<file path="src/sv/vcsd_pkg.sv">
// ----------------------------------------------------------------------------
// vcsd_pkg
// Shared types and constants of the CAN signal decoder.
// ----------------------------------------------------------------------------
package vcsd_pkg;

  // Standard identifiers of the frames that are decoded.
  localparam logic [10:0] ID_TEMPS   = 11'h3FF;
  localparam logic [10:0] ID_SPEED   = 11'h320;
  localparam logic [10:0] ID_ODO     = 11'h520;
  localparam logic [10:0] ID_SOC     = 11'h355;
  localparam logic [10:0] ID_PACK    = 11'h356;
  localparam logic [10:0] ID_MINV    = 11'h373;
  localparam logic [10:0] ID_CURRENT = 11'h521;
  localparam logic [10:0] ID_POWER   = 11'h526;
  localparam logic [10:0] ID_CHARGE  = 11'h527;
  localparam logic [10:0] ID_ENERGY  = 11'h528;

  // Signal codes on the result channel.
  localparam logic [3:0] SIG_INV_TEMP   = 4'd0;
  localparam logic [3:0] SIG_MOTOR_TEMP = 4'd1;
  localparam logic [3:0] SIG_SPEED      = 4'd2;
  localparam logic [3:0] SIG_ODOMETER   = 4'd3;
  localparam logic [3:0] SIG_TRIP_DIST  = 4'd4;
  localparam logic [3:0] SIG_SOC        = 4'd5;
  localparam logic [3:0] SIG_PACK_VOLT  = 4'd6;
  localparam logic [3:0] SIG_PACK_TEMP  = 4'd7;
  localparam logic [3:0] SIG_MIN_VOLT   = 4'd8;
  localparam logic [3:0] SIG_CURRENT    = 4'd9;
  localparam logic [3:0] SIG_POWER      = 4'd10;
  localparam logic [3:0] SIG_TRIP_CHG   = 4'd11;
  localparam logic [3:0] SIG_ENERGY     = 4'd12;

  localparam int ODO_W = 20;
  localparam int ACC_W = 31;

  // Division of a 16-bit value by 100 as multiply by a reciprocal.
  localparam logic [17:0] DIV100_MAGIC = 18'd167773;
  localparam int          DIV100_SHIFT = 24;

  typedef enum logic [3:0] {
    K_TEMPS, K_SPEED, K_ODO, K_SOC, K_PACK,
    K_MINV, K_CURRENT, K_POWER, K_CHARGE, K_ENERGY
  } kind_t;

  typedef enum logic {PH_FIRST, PH_SECOND} phase_t;

  // Classified frame waiting for the back end.
  typedef struct packed {
    kind_t       kind;
    logic [31:0] val_a;
    logic [15:0] val_b;
  } frame_t;

  typedef struct packed {
    logic [3:0]         code;
    logic signed [31:0] value;
    logic               last;
  } result_t;

  typedef struct packed {
    logic push;
    logic pop;
    logic second;
  } back_stat_t;

endpackage

</file>
<file path="src/sv/vcsd_fifo.sv">
// ----------------------------------------------------------------------------
// vcsd_fifo
// Small register queue with a fall-through head, used between stages.
// ----------------------------------------------------------------------------
module vcsd_fifo #(
  parameter type item_t = logic,
  parameter int  DEPTH  = 2
) (
  input  logic  clk,
  input  logic  rst_n,
  input  logic  push,
  input  item_t wdata,
  output logic  full,
  input  logic  pop,
  output item_t rdata,
  output logic  empty
);

  localparam int PTR_W = (DEPTH > 1) ? $clog2(DEPTH) : 1;
  localparam int CNT_W = $clog2(DEPTH + 1);

  item_t            mem [DEPTH];
  logic [PTR_W-1:0] wr_ptr_r, wr_ptr_nxt;
  logic [PTR_W-1:0] rd_ptr_r, rd_ptr_nxt;
  logic [CNT_W-1:0] count_r, count_nxt;
  logic             do_push, do_pop;

  assign full    = (count_r == CNT_W'(DEPTH));
  assign empty   = (count_r == '0);
  assign do_push = push && !full;
  assign do_pop  = pop && !empty;
  assign rdata   = mem[rd_ptr_r];

  always_comb begin
    wr_ptr_nxt = wr_ptr_r;
    rd_ptr_nxt = rd_ptr_r;
    if (do_push) begin
      wr_ptr_nxt = (wr_ptr_r == PTR_W'(DEPTH - 1)) ? '0 : wr_ptr_r + 1'b1;
    end
    if (do_pop) begin
      rd_ptr_nxt = (rd_ptr_r == PTR_W'(DEPTH - 1)) ? '0 : rd_ptr_r + 1'b1;
    end
    unique case ({do_push, do_pop})
      2'b10:   count_nxt = count_r + 1'b1;
      2'b01:   count_nxt = count_r - 1'b1;
      default: count_nxt = count_r;
    endcase
  end

  always_ff @(posedge clk) begin
    if (!rst_n) begin
      wr_ptr_r <= '0;
      rd_ptr_r <= '0;
      count_r  <= '0;
    end else begin
      wr_ptr_r <= wr_ptr_nxt;
      rd_ptr_r <= rd_ptr_nxt;
      count_r  <= count_nxt;
    end
  end

  always_ff @(posedge clk) begin
    if (do_push) begin
      mem[wr_ptr_r] <= wdata;
    end
  end

endmodule

</file>
<file path="src/sv/vcsd_front.sv">
// ----------------------------------------------------------------------------
// vcsd_front
// Classifies an incoming frame by identifier and extracts its raw fields.
// ----------------------------------------------------------------------------
module vcsd_front (
  input  logic            push,
  output logic            full,
  input  logic [10:0]     in_frame_id,
  input  logic [7:0]      in_byte0,
  input  logic [7:0]      in_byte1,
  input  logic [7:0]      in_byte2,
  input  logic [7:0]      in_byte3,
  input  logic [7:0]      in_byte4,
  input  logic [7:0]      in_byte5,
  input  logic [7:0]      in_byte6,
  input  logic [7:0]      in_byte7,
  input  logic            q_full,
  output logic            q_push,
  output vcsd_pkg::frame_t q_item
);
  import vcsd_pkg::*;

  logic        hit;
  logic [15:0] raw16;
  logic [33:0] prod;
  logic [9:0]  quot;
  logic [31:0] word;

  assign raw16 = {in_byte1, in_byte0};
  assign prod  = 34'(raw16) * 34'(DIV100_MAGIC);
  assign quot  = prod[DIV100_SHIFT +: 10];
  assign word  = {in_byte5, in_byte4, in_byte3, in_byte2};

  always_comb begin
    hit          = 1'b1;
    q_item.kind  = K_TEMPS;
    q_item.val_a = '0;
    q_item.val_b = '0;
    unique case (in_frame_id)
      ID_TEMPS: begin
        q_item.kind  = K_TEMPS;
        q_item.val_a = {24'd0, in_byte0};
        q_item.val_b = {8'd0, in_byte1};
      end
      ID_SPEED: begin
        q_item.kind  = K_SPEED;
        q_item.val_a = {17'd0, in_byte4, in_byte3[7:1]};
      end
      ID_ODO: begin
        q_item.kind  = K_ODO;
        q_item.val_a = {12'd0, in_byte7[3:0], in_byte6, in_byte5};
      end
      ID_SOC: begin
        q_item.kind  = K_SOC;
        q_item.val_a = {16'd0, raw16};
      end
      ID_PACK: begin
        q_item.kind  = K_PACK;
        q_item.val_a = {22'd0, quot};
        q_item.val_b = {in_byte5, in_byte4};
      end
      ID_MINV: begin
        q_item.kind  = K_MINV;
        q_item.val_a = {22'd0, quot};
      end
      ID_CURRENT: begin
        q_item.kind  = K_CURRENT;
        q_item.val_a = word;
      end
      ID_POWER: begin
        q_item.kind  = K_POWER;
        q_item.val_a = word;
      end
      ID_CHARGE: begin
        q_item.kind  = K_CHARGE;
        q_item.val_a = word;
      end
      ID_ENERGY: begin
        q_item.kind  = K_ENERGY;
        q_item.val_a = word;
      end
      default: hit = 1'b0;
    endcase
  end

  // Unknown identifiers are accepted and dropped here.
  assign full   = q_full;
  assign q_push = push && !q_full && hit;

endmodule

</file>
<file path="src/sv/vcsd_back.sv">
// ----------------------------------------------------------------------------
// vcsd_back
// Emits the results of one classified frame and keeps the trip accumulators.
// ----------------------------------------------------------------------------
module vcsd_back (
  input  logic                 clk,
  input  logic                 rst_n,
  input  vcsd_pkg::frame_t     head,
  input  logic                 head_valid,
  output logic                 head_pop,
  input  logic                 res_full,
  output logic                 res_push,
  output vcsd_pkg::result_t    res,
  output vcsd_pkg::back_stat_t stat
);
  import vcsd_pkg::*;

  phase_t             phase_r, phase_nxt;
  logic [ODO_W-1:0]   prev_odo_r, prev_odo_nxt;
  logic [ACC_W-1:0]   trip_dist_r, trip_dist_nxt;
  logic [31:0]        prev_chg_r, prev_chg_nxt;
  logic [ACC_W-1:0]   trip_chg_r, trip_chg_nxt;
  logic [31:0]        inc_r, inc_nxt;

  logic               go;
  logic [ODO_W-1:0]   odo_new;
  logic               odo_fwd;
  logic               chg_fwd;
  logic [32:0]        chg_diff;
  logic [ACC_W-1:0]   acc_sel;
  logic [32:0]        acc_sum;
  logic [ACC_W-1:0]   acc_new;

  assign go       = head_valid && !res_full;
  assign odo_new  = head.val_a[ODO_W-1:0];
  assign odo_fwd  = (odo_new > prev_odo_r) && (prev_odo_r != '0);
  assign chg_fwd  = ($signed(head.val_a) > $signed(prev_chg_r)) && (prev_chg_r != '0);
  assign chg_diff = {head.val_a[31], head.val_a} - {prev_chg_r[31], prev_chg_r};

  // One saturating adder serves both trip accumulators.
  assign acc_sel = (head.kind == K_ODO) ? trip_dist_r : trip_chg_r;
  assign acc_sum = {2'b00, acc_sel} + {1'b0, inc_r};
  assign acc_new = (acc_sum[32:31] != 2'b00) ? '1 : acc_sum[ACC_W-1:0];

  always_comb begin
    phase_nxt     = phase_r;
    prev_odo_nxt  = prev_odo_r;
    trip_dist_nxt = trip_dist_r;
    prev_chg_nxt  = prev_chg_r;
    trip_chg_nxt  = trip_chg_r;
    inc_nxt       = inc_r;
    head_pop      = 1'b0;
    res_push      = 1'b0;
    res.code      = SIG_INV_TEMP;
    res.value     = '0;
    res.last      = 1'b0;
    if (go) begin
      unique case (phase_r)
        PH_FIRST: begin
          unique case (head.kind)
            K_TEMPS: begin
              res_push  = 1'b1;
              res.code  = SIG_INV_TEMP;
              res.value = head.val_a;
              phase_nxt = PH_SECOND;
            end
            K_SPEED: begin
              res_push  = 1'b1;
              res.code  = SIG_SPEED;
              res.value = head.val_a;
              res.last  = 1'b1;
              head_pop  = 1'b1;
            end
            K_ODO: begin
              res_push     = 1'b1;
              res.code     = SIG_ODOMETER;
              res.value    = head.val_a;
              prev_odo_nxt = odo_new;
              inc_nxt      = odo_fwd ? 32'(odo_new - prev_odo_r) : '0;
              phase_nxt    = PH_SECOND;
            end
            K_SOC: begin
              res_push  = 1'b1;
              res.code  = SIG_SOC;
              res.value = head.val_a;
              res.last  = 1'b1;
              head_pop  = 1'b1;
            end
            K_PACK: begin
              res_push  = 1'b1;
              res.code  = SIG_PACK_VOLT;
              res.value = head.val_a;
              phase_nxt = PH_SECOND;
            end
            K_MINV: begin
              res_push  = 1'b1;
              res.code  = SIG_MIN_VOLT;
              res.value = head.val_a;
              res.last  = 1'b1;
              head_pop  = 1'b1;
            end
            K_CURRENT: begin
              res_push  = 1'b1;
              res.code  = SIG_CURRENT;
              res.value = head.val_a;
              res.last  = 1'b1;
              head_pop  = 1'b1;
            end
            K_POWER: begin
              res_push  = 1'b1;
              res.code  = SIG_POWER;
              res.value = head.val_a;
              res.last  = 1'b1;
              head_pop  = 1'b1;
            end
            K_CHARGE: begin
              // The counter is stored now; its result follows in the second phase.
              prev_chg_nxt = head.val_a;
              inc_nxt      = chg_fwd ? chg_diff[31:0] : '0;
              phase_nxt    = PH_SECOND;
            end
            K_ENERGY: begin
              res_push  = 1'b1;
              res.code  = SIG_ENERGY;
              res.value = head.val_a;
              res.last  = 1'b1;
              head_pop  = 1'b1;
            end
            default: head_pop = 1'b1;
          endcase
        end
        PH_SECOND: begin
          res_push  = 1'b1;
          res.last  = 1'b1;
          head_pop  = 1'b1;
          phase_nxt = PH_FIRST;
          unique case (head.kind)
            K_TEMPS: begin
              res.code  = SIG_MOTOR_TEMP;
              res.value = {16'd0, head.val_b};
            end
            K_PACK: begin
              res.code  = SIG_PACK_TEMP;
              res.value = {16'd0, head.val_b};
            end
            K_ODO: begin
              res.code      = SIG_TRIP_DIST;
              res.value     = {1'b0, acc_new};
              trip_dist_nxt = acc_new;
            end
            K_CHARGE: begin
              res.code     = SIG_TRIP_CHG;
              res.value    = {1'b0, acc_new};
              trip_chg_nxt = acc_new;
            end
            default: res_push = 1'b0;
          endcase
        end
        default: phase_nxt = PH_FIRST;
      endcase
    end
  end

  assign stat.push   = res_push;
  assign stat.pop    = head_pop;
  assign stat.second = (phase_r == PH_SECOND);

  always_ff @(posedge clk) begin
    if (!rst_n) begin
      phase_r     <= PH_FIRST;
      prev_odo_r  <= '0;
      trip_dist_r <= '0;
      prev_chg_r  <= '0;
      trip_chg_r  <= '0;
    end else begin
      phase_r     <= phase_nxt;
      prev_odo_r  <= prev_odo_nxt;
      trip_dist_r <= trip_dist_nxt;
      prev_chg_r  <= prev_chg_nxt;
      trip_chg_r  <= trip_chg_nxt;
    end
  end

  always_ff @(posedge clk) begin
    inc_r <= inc_nxt;
  end

endmodule

</file>
<file path="src/sv/vehicle_can_signal_decoder.sv">
// ----------------------------------------------------------------------------
// vehicle_can_signal_decoder
// Decodes received CAN frames into code/value signal items.
// ----------------------------------------------------------------------------
// Path: a frame is classified by the front and queued; the back end then
// writes its result items into the output queue.
// Throughput: the back end emits at most one result item per cycle while the
// output queue is not full; frames with two results and charge-counter
// frames, whose accumulator update uses a second phase, also take that phase.
// Reset: synchronous, active low; queues empty, odometer, charge counter and
// both trip accumulators cleared to zero.
// ----------------------------------------------------------------------------
module vehicle_can_signal_decoder #(
  parameter int MID_DEPTH = 2,
  parameter int OUT_DEPTH = 2
) (
  input  logic               clk,
  input  logic               rst_n,
  input  logic               push,
  output logic               full,
  input  logic [10:0]        in_frame_id,
  input  logic [7:0]         in_byte0,
  input  logic [7:0]         in_byte1,
  input  logic [7:0]         in_byte2,
  input  logic [7:0]         in_byte3,
  input  logic [7:0]         in_byte4,
  input  logic [7:0]         in_byte5,
  input  logic [7:0]         in_byte6,
  input  logic [7:0]         in_byte7,
  output logic               empty,
  input  logic               pop,
  output logic [3:0]         out_signal_code,
  output logic signed [31:0] out_signal_value,
  output logic               out_last_of_frame
);
  import vcsd_pkg::*;

  // Front to back: classified frames. Unknown identifiers never enter.
  logic       mid_push, mid_full, mid_pop, mid_empty;
  frame_t     mid_in, mid_head;

  // Back to output: one result item per entry.
  logic       res_push, res_full;
  result_t    res_in, res_head;
  back_stat_t stat;

  // The front classifies the frame and precomputes the divided voltages,
  // so the back end only selects fields and runs the accumulators.
  vcsd_front u_front (
    .push        (push),
    .full        (full),
    .in_frame_id (in_frame_id),
    .in_byte0    (in_byte0),
    .in_byte1    (in_byte1),
    .in_byte2    (in_byte2),
    .in_byte3    (in_byte3),
    .in_byte4    (in_byte4),
    .in_byte5    (in_byte5),
    .in_byte6    (in_byte6),
    .in_byte7    (in_byte7),
    .q_full      (mid_full),
    .q_push      (mid_push),
    .q_item      (mid_in)
  );

  vcsd_fifo #(
    .item_t (frame_t),
    .DEPTH  (MID_DEPTH)
  ) u_mid_q (
    .clk   (clk),
    .rst_n (rst_n),
    .push  (mid_push),
    .wdata (mid_in),
    .full  (mid_full),
    .pop   (mid_pop),
    .rdata (mid_head),
    .empty (mid_empty)
  );

  // The back end holds a frame at the head of the queue while it emits
  // its results; it stalls only when the output queue is full.
  vcsd_back u_back (
    .clk        (clk),
    .rst_n      (rst_n),
    .head       (mid_head),
    .head_valid (!mid_empty),
    .head_pop   (mid_pop),
    .res_full   (res_full),
    .res_push   (res_push),
    .res        (res_in),
    .stat       (stat)
  );

  // The output queue parts the back end from the consumer, so a waiting
  // result does not block the next frame.
  vcsd_fifo #(
    .item_t (result_t),
    .DEPTH  (OUT_DEPTH)
  ) u_out_q (
    .clk   (clk),
    .rst_n (rst_n),
    .push  (res_push),
    .wdata (res_in),
    .full  (res_full),
    .pop   (pop),
    .rdata (res_head),
    .empty (empty)
  );

  assign out_signal_code   = res_head.code;
  assign out_signal_value  = res_head.value;
  assign out_last_of_frame = res_head.last;

  // The back end never writes a result into a full output queue.
  a_no_push_full: assert property (@(posedge clk) disable iff (!rst_n)
    stat.push |-> !res_full)
    else $error("result written while output queue full");

  // A frame in its second phase stays at the head of the queue.
  a_second_has_head: assert property (@(posedge clk) disable iff (!rst_n)
    stat.second |-> !mid_empty)
    else $error("second phase without a frame");

  // Two-result frames are not released in their first phase.
  a_pop_phase: assert property (@(posedge clk) disable iff (!rst_n)
    (stat.pop && !stat.second) |->
      (mid_head.kind != K_TEMPS && mid_head.kind != K_PACK &&
       mid_head.kind != K_ODO && mid_head.kind != K_CHARGE))
    else $error("two-phase frame popped early");

  // After reset the output queue is empty and the input is not full.
  a_reset_clear: assert property (@(posedge clk)
    !rst_n |=> (empty && !full))
    else $error("queues not empty after reset");

endmodule

</file>
<file path="config.mk">
export PLATFORM = sky130hd
export DESIGN_NAME = vehicle_can_signal_decoder
export DESIGN_NICKNAME = d
export VERILOG_FILES = /design/src/sv/vcsd_pkg.sv /design/src/sv/vcsd_fifo.sv /design/src/sv/vcsd_front.sv /design/src/sv/vcsd_back.sv /design/src/sv/vehicle_can_signal_decoder.sv
export SDC_FILE = /design/constraint.sdc
export NUM_CORES = 1
export LEC_CHECK = 0
export ABC_CLOCK_PERIOD_IN_PS = 9580
export BUFFER_PORTS_ARGS = -buffer_cell sky130_fd_sc_hd__buf_2
export CAP_MARGIN = 20
export CORE_UTILIZATION = 63
export CTS_CLUSTER_DIAMETER = 120
export DETAILED_ROUTE_END_ITERATION = 8
export PLACE_DENSITY = 0.82
export SYNTH_ARGS = -nofsm -noshare
export SYNTH_HDL_FRONTEND = slang
export SYNTH_SLANG_ARGS = --single-unit
</file>
<file path="constraint.sdc">
create_clock -name clk -period 9.58 [get_ports clk]
set_input_delay 1.916 -clock clk [delete_from_list [all_inputs] [get_ports clk]]
set_output_delay 1.916 -clock clk [all_outputs]
set_load 0.05 [all_outputs]
</file>
==> results of run 1 <==
[cells by family after synthesis]
group,count (synthesis)
multiplexers,124
buffers and inverters,356
XOR/XNOR,89
adder cells (fa/ha/maj),325
flip-flops,335
AND/OR/NAND/NOR,449
AO/OA/AOI/OAI,631
[per-stage QoR]
| step | hold WS, ns | area [um2] |
|---|---|---|
| floorplan | 0.471 | 23400 |
| global placement | 0.481 | 24400 |
| detailed placement | 0.495 | 24400 |
| CTS | 0.504 | 25600 |
| global route | 0.519 | 25600 |
| finish | 0.500 | 25600 |
[power by group]
group / switching (W) / internal, W
sequential: 0.00000597 / 0.00152
clock: 0.000599 / 0.000816
combinational: 0.00109 / 0.000806
total: 0.00170 / 0.00314
[cells in the final DEF, fill, tap and decap left out, types with 11 or more instances in the layout]
cell / netlist / final
inv_1: 263 / 262
ha_1: 223 / 223
edfxtp_1: 210 / 210
o21ai_0: 148 / 148
a21oi_1: 145 / 145
nor2_1: 147 / 142
dfxtp_1: 125 / 124
buf_2: 3 / 113
nand2_1: 110 / 110
fa_1: 102 / 102
mux2_2: 71 / 71
a211oi_1: 68 / 68
a21o_1: 56 / 56
xnor2_1: 54 / 54
mux2i_1: 51 / 51
clkbuf_16: 0 / 37
xor2_1: 35 / 35
o22ai_1: 33 / 33
and2_1: 34 / 33
buf_4: 2 / 28
o21ai_1: 24 / 24
nand3_1: 21 / 21
a22o_1: 19 / 19
nand4_1: 17 / 17
a31oi_1: 17 / 17
nor4_1: 17 / 17
and3_1: 16 / 16
nor3_1: 18 / 16
nor2b_1: 13 / 13
or3_1: 12 / 12
o211ai_1: 12 / 12
nand2b_1: 11 / 11
o21bai_1: 11 / 11
[per-layer routing]
metal  global-route usage, %  up-vias  routed length [um]
li1                        -     8491                   -
met1                    44.9     8665               26200
met2                    53.5      827               28400
met3                    5.73      158                4980
met4                    15.6        2                2930
met5                       0        -                   5
[worst paths after layout]
kind	slack, ns	cells past startpoint	start	end
worst min-delay path	0.50	2	u_back.trip_chg_r[26]	u_back.trip_chg_r[26]
worst max register to register	3.09	16	register	u_out_q.mem[0][29]
worst max-delay path	1.76	23	in_byte0[2]	u_mid_q.mem[0][25]
worst min register to register	0.50	2	u_back.trip_chg_r[26]	u_back.trip_chg_r[26]
[final cells by class]
cell class	count	area [um2]	share of cell area (%)
multi-input cells	1618	13300	51.7
flip-flops and latches	335	8810	34.3
clock inverters	20	228	0.888
inverters	264	991	3.86
clock buffers	48	977	3.81
repair buffers	142	803	3.13
well taps	468	586	2.28
diodes	1	2.50	0.00976
[flip-flops by register name, summed over array words and instances, names as in the netlist, named ones only]
name	count
u_back.inc_r	32
u_back.phase_r	1
u_back.prev_chg_r	32
u_back.prev_odo_r	20
u_back.trip_chg_r	31
u_back.trip_dist_r	31
u_mid_q.count_r	2
u_mid_q.mem	104
u_mid_q.rd_ptr_r	1
u_mid_q.wr_ptr_r	1
u_out_q.count_r	2
u_out_q.mem	74
u_out_q.rd_ptr_r	1
u_out_q.wr_ptr_r	1
[worst max-delay path: cells and delay by family]
kind,cells,cell delay [ns]
adders and majority gates,7,3.38
AOI/OAI and AO/OA,6,1.61
buffers and inverters,7,0.53
and+or+nand+nor,2,0.44
xor gates and xnor gates,1,0.17
==> impl_metrics.toml, run 1 <==
[synthesis]
synth_top_area_cell = "edfxtp_1"
synthDistinctLibCells = 86
synth_xor_area_share_pct = 3.33
netlist_area_um2 = 23400
synth-seq-cells = 335
synthesis.instances = 2309
synth_top_family_by_area = "adder cells"
muxShareOfSynthArea_pct = 5.73
ys_warn_count = 0
ys_seq_area_share_pct = 37.7
async_flop_share_pct = 0
synthTopCellsByCount = "inv_1, ha_1, edfxtp_1"
synth_area_leaders = "edfxtp_1, ha_1, dfxtp_1"
avgSynthCellArea_um2 = 10.1
synth_top_area_share_pct = 27.0
synth_compound_area_share_pct = 17.4
synth.most_common_cell = "inv_1"
synthFlopType = "edfxtp_1"
synth-simple-area-share_pct = 9.26
synth_edf_count = 210
synthAdderAreaFrac_pct = 20.7
synth_fp_nets = 2713

[floorplanning]
die_width_um = 195
initial_core_util_pct = 64.0
fp.dieH_um = 195
num_rows = 70
pin_count = 118
dieArea_um2 = 37900
core_um2 = 36500

[outcome]
status = "finished clean"

[clocking]
clkLatencyLatePin_ns = 0.55
cts_buffer_depth = 3
cts_tree = "built"
cts_root_buf = "clkbuf_16"
cts-resized-gates = 0
cts_inserted_buffers = 37
postCtsHoldBufs = 0
cts_setup_buffers = 0
cts_sinks = 335
path_clk_slew_ns = 0.06
h-tree-depth = 2

[sta]
slew_violations = 0
grt_setup_unrepaired = "false"
finalWorstSetupSlack_ns = 1.76
clock_skew_ns = 0.0143
relSlewSlack_pct = 24.0
max_freq_ghz = 0.128
hold_viol_final = 0
worst_slew_pin_slew_ns = 1.14
finalCritPeriodShare_pct = 81.6
final.min_clock_period_ns = 7.82
tns_ns = 0
setup_viol = 0

[cells_and_area]
area_growth_pct = 9.70
n_fill_cell = 2713
post-route-util_pct = 70.2
layoutNonFillerInstCount = 2896
final_nets = 2802
drive_above_1_share_pct = 13.0

[drt]
viasPerCell = 6.26
drc = 0
wl_um = 62500
first_iter_violations = 1630
wl_per_cell_um = 21.6
vias = 18143
detail-route-antenna-nets = 0
dr.pass1.iters = 9

[grt]
grt_max_degree = 65
overflow = 0
antenna_found_initial = 3
grt_pass1_wl_um = 98100
first_global_vias = 17964
grt_usage_pct = 33.6

[setup_path]
max_stage_delay_ns = 0.61
crit_arrival_ns = 8.07
crit_fanout = 8
critPathLaunchType = "primary input"
critPathCaptureType = "register"
path_cells = "buf_2, fa_1, inv_1, fa_1, inv_1, fa_1, inv_1, fa_1, inv_1, fa_1, inv_1, fa_1, inv_1, ha_1, nand4_1, nor3_1, a22oi_1, o221ai_1, a2111oi_2, o311ai_1, a21oi_1, xnor2_1, o21ai_1"
crit_type = "primary input to register"
crit_slowest_cell = "fa_1"
required_ns = 9.84

[pwr]
finalPower_w = 0.00484
p_per_area_nw_per_um2 = 189
ir_drop_mv = 0.527
power_leakage_nw = 9.89

[placement]
gp_congestion = 0.967
placed_cells = 2826
place_ws_ns = 1.26
port_buffers = 113
dp_hpwl_um = 48100

[run]
drv_cap = 0

[worst_hold_path]
hold_class = "register to register"
(Power assumes the default switching activity.)
==> run 2, diff against run 1 <==
--- a/config.mk
+++ b/config.mk
@@ -5,13 +5,14 @@
 export SDC_FILE = /design/constraint.sdc
 export NUM_CORES = 1
 export LEC_CHECK = 0
-export ABC_CLOCK_PERIOD_IN_PS = 9580
+export ABC_AREA = 1
+export ABC_CLOCK_PERIOD_IN_PS = 7750
 export BUFFER_PORTS_ARGS = -buffer_cell sky130_fd_sc_hd__buf_2
 export CAP_MARGIN = 20
 export CORE_UTILIZATION = 63
 export CTS_CLUSTER_DIAMETER = 120
 export DETAILED_ROUTE_END_ITERATION = 8
-export PLACE_DENSITY = 0.82
+export PLACE_DENSITY = 0.81
 export SYNTH_ARGS = -nofsm -noshare
 export SYNTH_HDL_FRONTEND = slang
 export SYNTH_SLANG_ARGS = --single-unit
==> constraint.sdc (replaced) <==
create_clock -name clk -period 7.75 [get_ports clk]
set_input_delay 1.55 -clock clk [delete_from_list [all_inputs] [get_ports clk]]
set_output_delay 1.55 -clock clk [all_outputs]
set_load 0.05 [all_outputs]
==> impl_metrics.toml, run 2 <==
[floorplanning]
core_um2 = 39900
dieArea_um2 = 41500
die_width_um = 204
pin_count = 118
fp.dieH_um = 204
num_rows = 73
initial_core_util_pct = 64.3

[clocking]
cts_setup_buffers = 0
cts_tree = "built"
h-tree-depth = 2
cts_buffer_depth = 3
cts-resized-gates = 0
cts_inserted_buffers = 35
path_clk_slew_ns = 0.06
postCtsHoldBufs = 0
cts_sinks = 335
clkLatencyLatePin_ns = 0.54
cts_root_buf = "clkbuf_16"

[pwr]
power_leakage_nw = 13.7
p_per_area_nw_per_um2 = 234
ir_drop_mv = 0.217

[placement]
gp_congestion = 0.957
place_ws_ns = 0.639
dp_hpwl_um = 60700
port_buffers = 113
placed_cells = 3732

[grt]
grt_pass1_wl_um = 117000
first_global_vias = 21519
overflow = 0
grt_max_degree = 97
antenna_found_initial = 1
grt_usage_pct = 37.1

[synthesis]
netlist_area_um2 = 25700
synth_top_area_share_pct = 24.6
avgSynthCellArea_um2 = 8.10
ys_warn_count = 0
ys_seq_area_share_pct = 34.3
synth-seq-cells = 335
synth.most_common_cell = "nand2_1"
synth_top_area_cell = "edfxtp_1"
synth_fp_nets = 3570
synthTopCellsByCount = "nand2_1, inv_1, a21oi_1"
synth_edf_count = 210
synthesis.instances = 3166
synthDistinctLibCells = 55
async_flop_share_pct = 0
synthFlopType = "edfxtp_1"
synth_area_leaders = "edfxtp_1, ha_1, dfxtp_1"

[worst_hold_path]
hold_class = "register to register"
hold_depth = 1

[setup_path]
critPathCaptureType = "register"
rr_worst_depth = 21
crit_fanout = 9
crit_type = "primary input to register"
r2r_end = "u_out_q.mem[0][27]"
required_ns = 8.01
endpoint = "u_mid_q.mem[0][17]"
startpoint = "in_byte0[5]"
crit_arrival_ns = 6.79
critPathLaunchType = "primary input"
rrSetupSlack_ns = 1.25

[sta]
clock_skew_ns = 0.0118
worst_slew_pin_slew_ns = 1.06
grt_setup_unrepaired = "false"
slew_violations = 0
relSlewSlack_pct = 29.0
max_freq_ghz = 0.153
hold_viol_final = 0
final.min_clock_period_ns = 6.53
setup_viol = 0
tns_ns = 0
finalCritPeriodShare_pct = 84.3
finalWorstSetupSlack_ns = 1.22

[drt]
wl_met1_um = 29100
met2WireLength_um = 38200
wl_um = 77700
wl_per_cell_um = 20.5
vias = 22484
dr.pass1.iters = 7
drc = 0
first_iter_violations = 2288
detail-route-antenna-nets = 0
routed.top_layer = "met5"
viasPerCell = 5.92
met3_length_um = 6090

[outcome]
status = "finished clean"

[run]
drv_cap = 0

[cells_and_area]
layoutNonFillerInstCount = 3800
post-route-util_pct = 69.6
regMostFlops = "u_mid_q.mem"
largest_reg_flops = 104
layout_common_cells = "nand2_1, inv_1, a21oi_1, ha_1, edfxtp_1"
drive_above_1_share_pct = 9.07
layout_commonest_cell = "nand2_1"
final_nets = 3653
area_growth_pct = 8.33
reg.largest.list = "u_mid_q.mem: 104 flops, u_out_q.mem: 74 flops"
-- run 2: cell types whose count changed after synthesis, sizes merged, moves of 36 or more --
cell,before,now
nand2,111,620
inv,264,596
a21oi,148,260
nand3,21,119
a211oi,70,3
o21ai,173,229
mux2i,52,1
a21o,56,13
xnor2,54,16
nor2,152,188
-- run 2: cell families after synthesis --
group | Yosys count | share of synthesized area [%]
flip-flops | 335 | 34.3
AO/OA/AOI/OAI | 641 | 13.9
buffers and inverters | 684 | 10.4
multiplexers | 83 | 3.64
AND/OR/NAND/NOR | 1046 | 17.1
adder cells (fa/ha/maj) | 325 | 18.8
XOR/XNOR | 52 | 1.78
-- run 2: power by group --
| group | internal (W) | total [W] | leakage, nW | switching [W] |
|---|---|---|---|---|
| logic | 0.00110 | 0.00300 | 10.2 | 0.00191 |
| clock network | 0.000914 | 0.00164 | 0.517 | 0.000721 |
| registers | 0.00187 | 0.00187 | 2.91 | 0.000000878 |
| total | 0.00388 | 0.00651 | 13.7 | 0.00263 |
-- run 2: critical path, stage by stage --
cell and delay, ns:
buf_2 0.23, inv_1 0.17, fa_1 0.47, fa_1 0.53, fa_1 0.53, inv_1 0.06
fa_1 0.48, fa_1 0.50, inv_1 0.05, fa_1 0.47, inv_1 0.04, ha_1 0.30
nand2_1 0.16, nor4_1 0.30, nand2_1 0.09, nand2_1 0.22, a21boi_0 0.16, or2_2 0.29
nand3_1 0.10, nand2_1 0.10
-- run 2: layout make-up --
type                       count  area, um2
fill                        3166      12100
clock buffer                  43        916
tap                          525        657
inverter                     597       2250
clock inverter                19        164
multi-input combinational   2147      14200
antenna                        1       2.50
timing repair buffer         133        793
sequential                   335       8810
-- run 2: how the worst min path moves through the flow --
stage          slack, ns        startpoint        to
2_1_floorplan       0.43  u_mid_q.rd_ptr_r  register
3_3_place_gp        0.43  u_mid_q.rd_ptr_r  register
3_5_place_dp        0.45  u_out_q.rd_ptr_r  register
4_1_cts             0.47  u_mid_q.rd_ptr_r  register
5_1_grt             0.48  u_mid_q.rd_ptr_r  register
6_report            0.48  u_mid_q.rd_ptr_r  register
-- run 2: metrics by stage --
stage | area, um2 | hold WS, ns | total power, W
after floorplan | 25700 | 0.426 | 0.00410
after global placement | 26600 | 0.425 | 0.00482
after detailed placement | 26600 | 0.450 | 0.00487
after CTS | 27700 | 0.469 | 0.00650
after global routing | 27800 | 0.485 | 0.00699
final | 27800 | 0.478 | 0.00651
-- run 2: metal layers --
layer  vias to the layer above  global-route usage [%]
li1                      10641                       -
met1                     10559                    44.6
met2                      1071                    65.1
met3                       211                    4.95
met4                         2                    18.4
met5                         -                       0
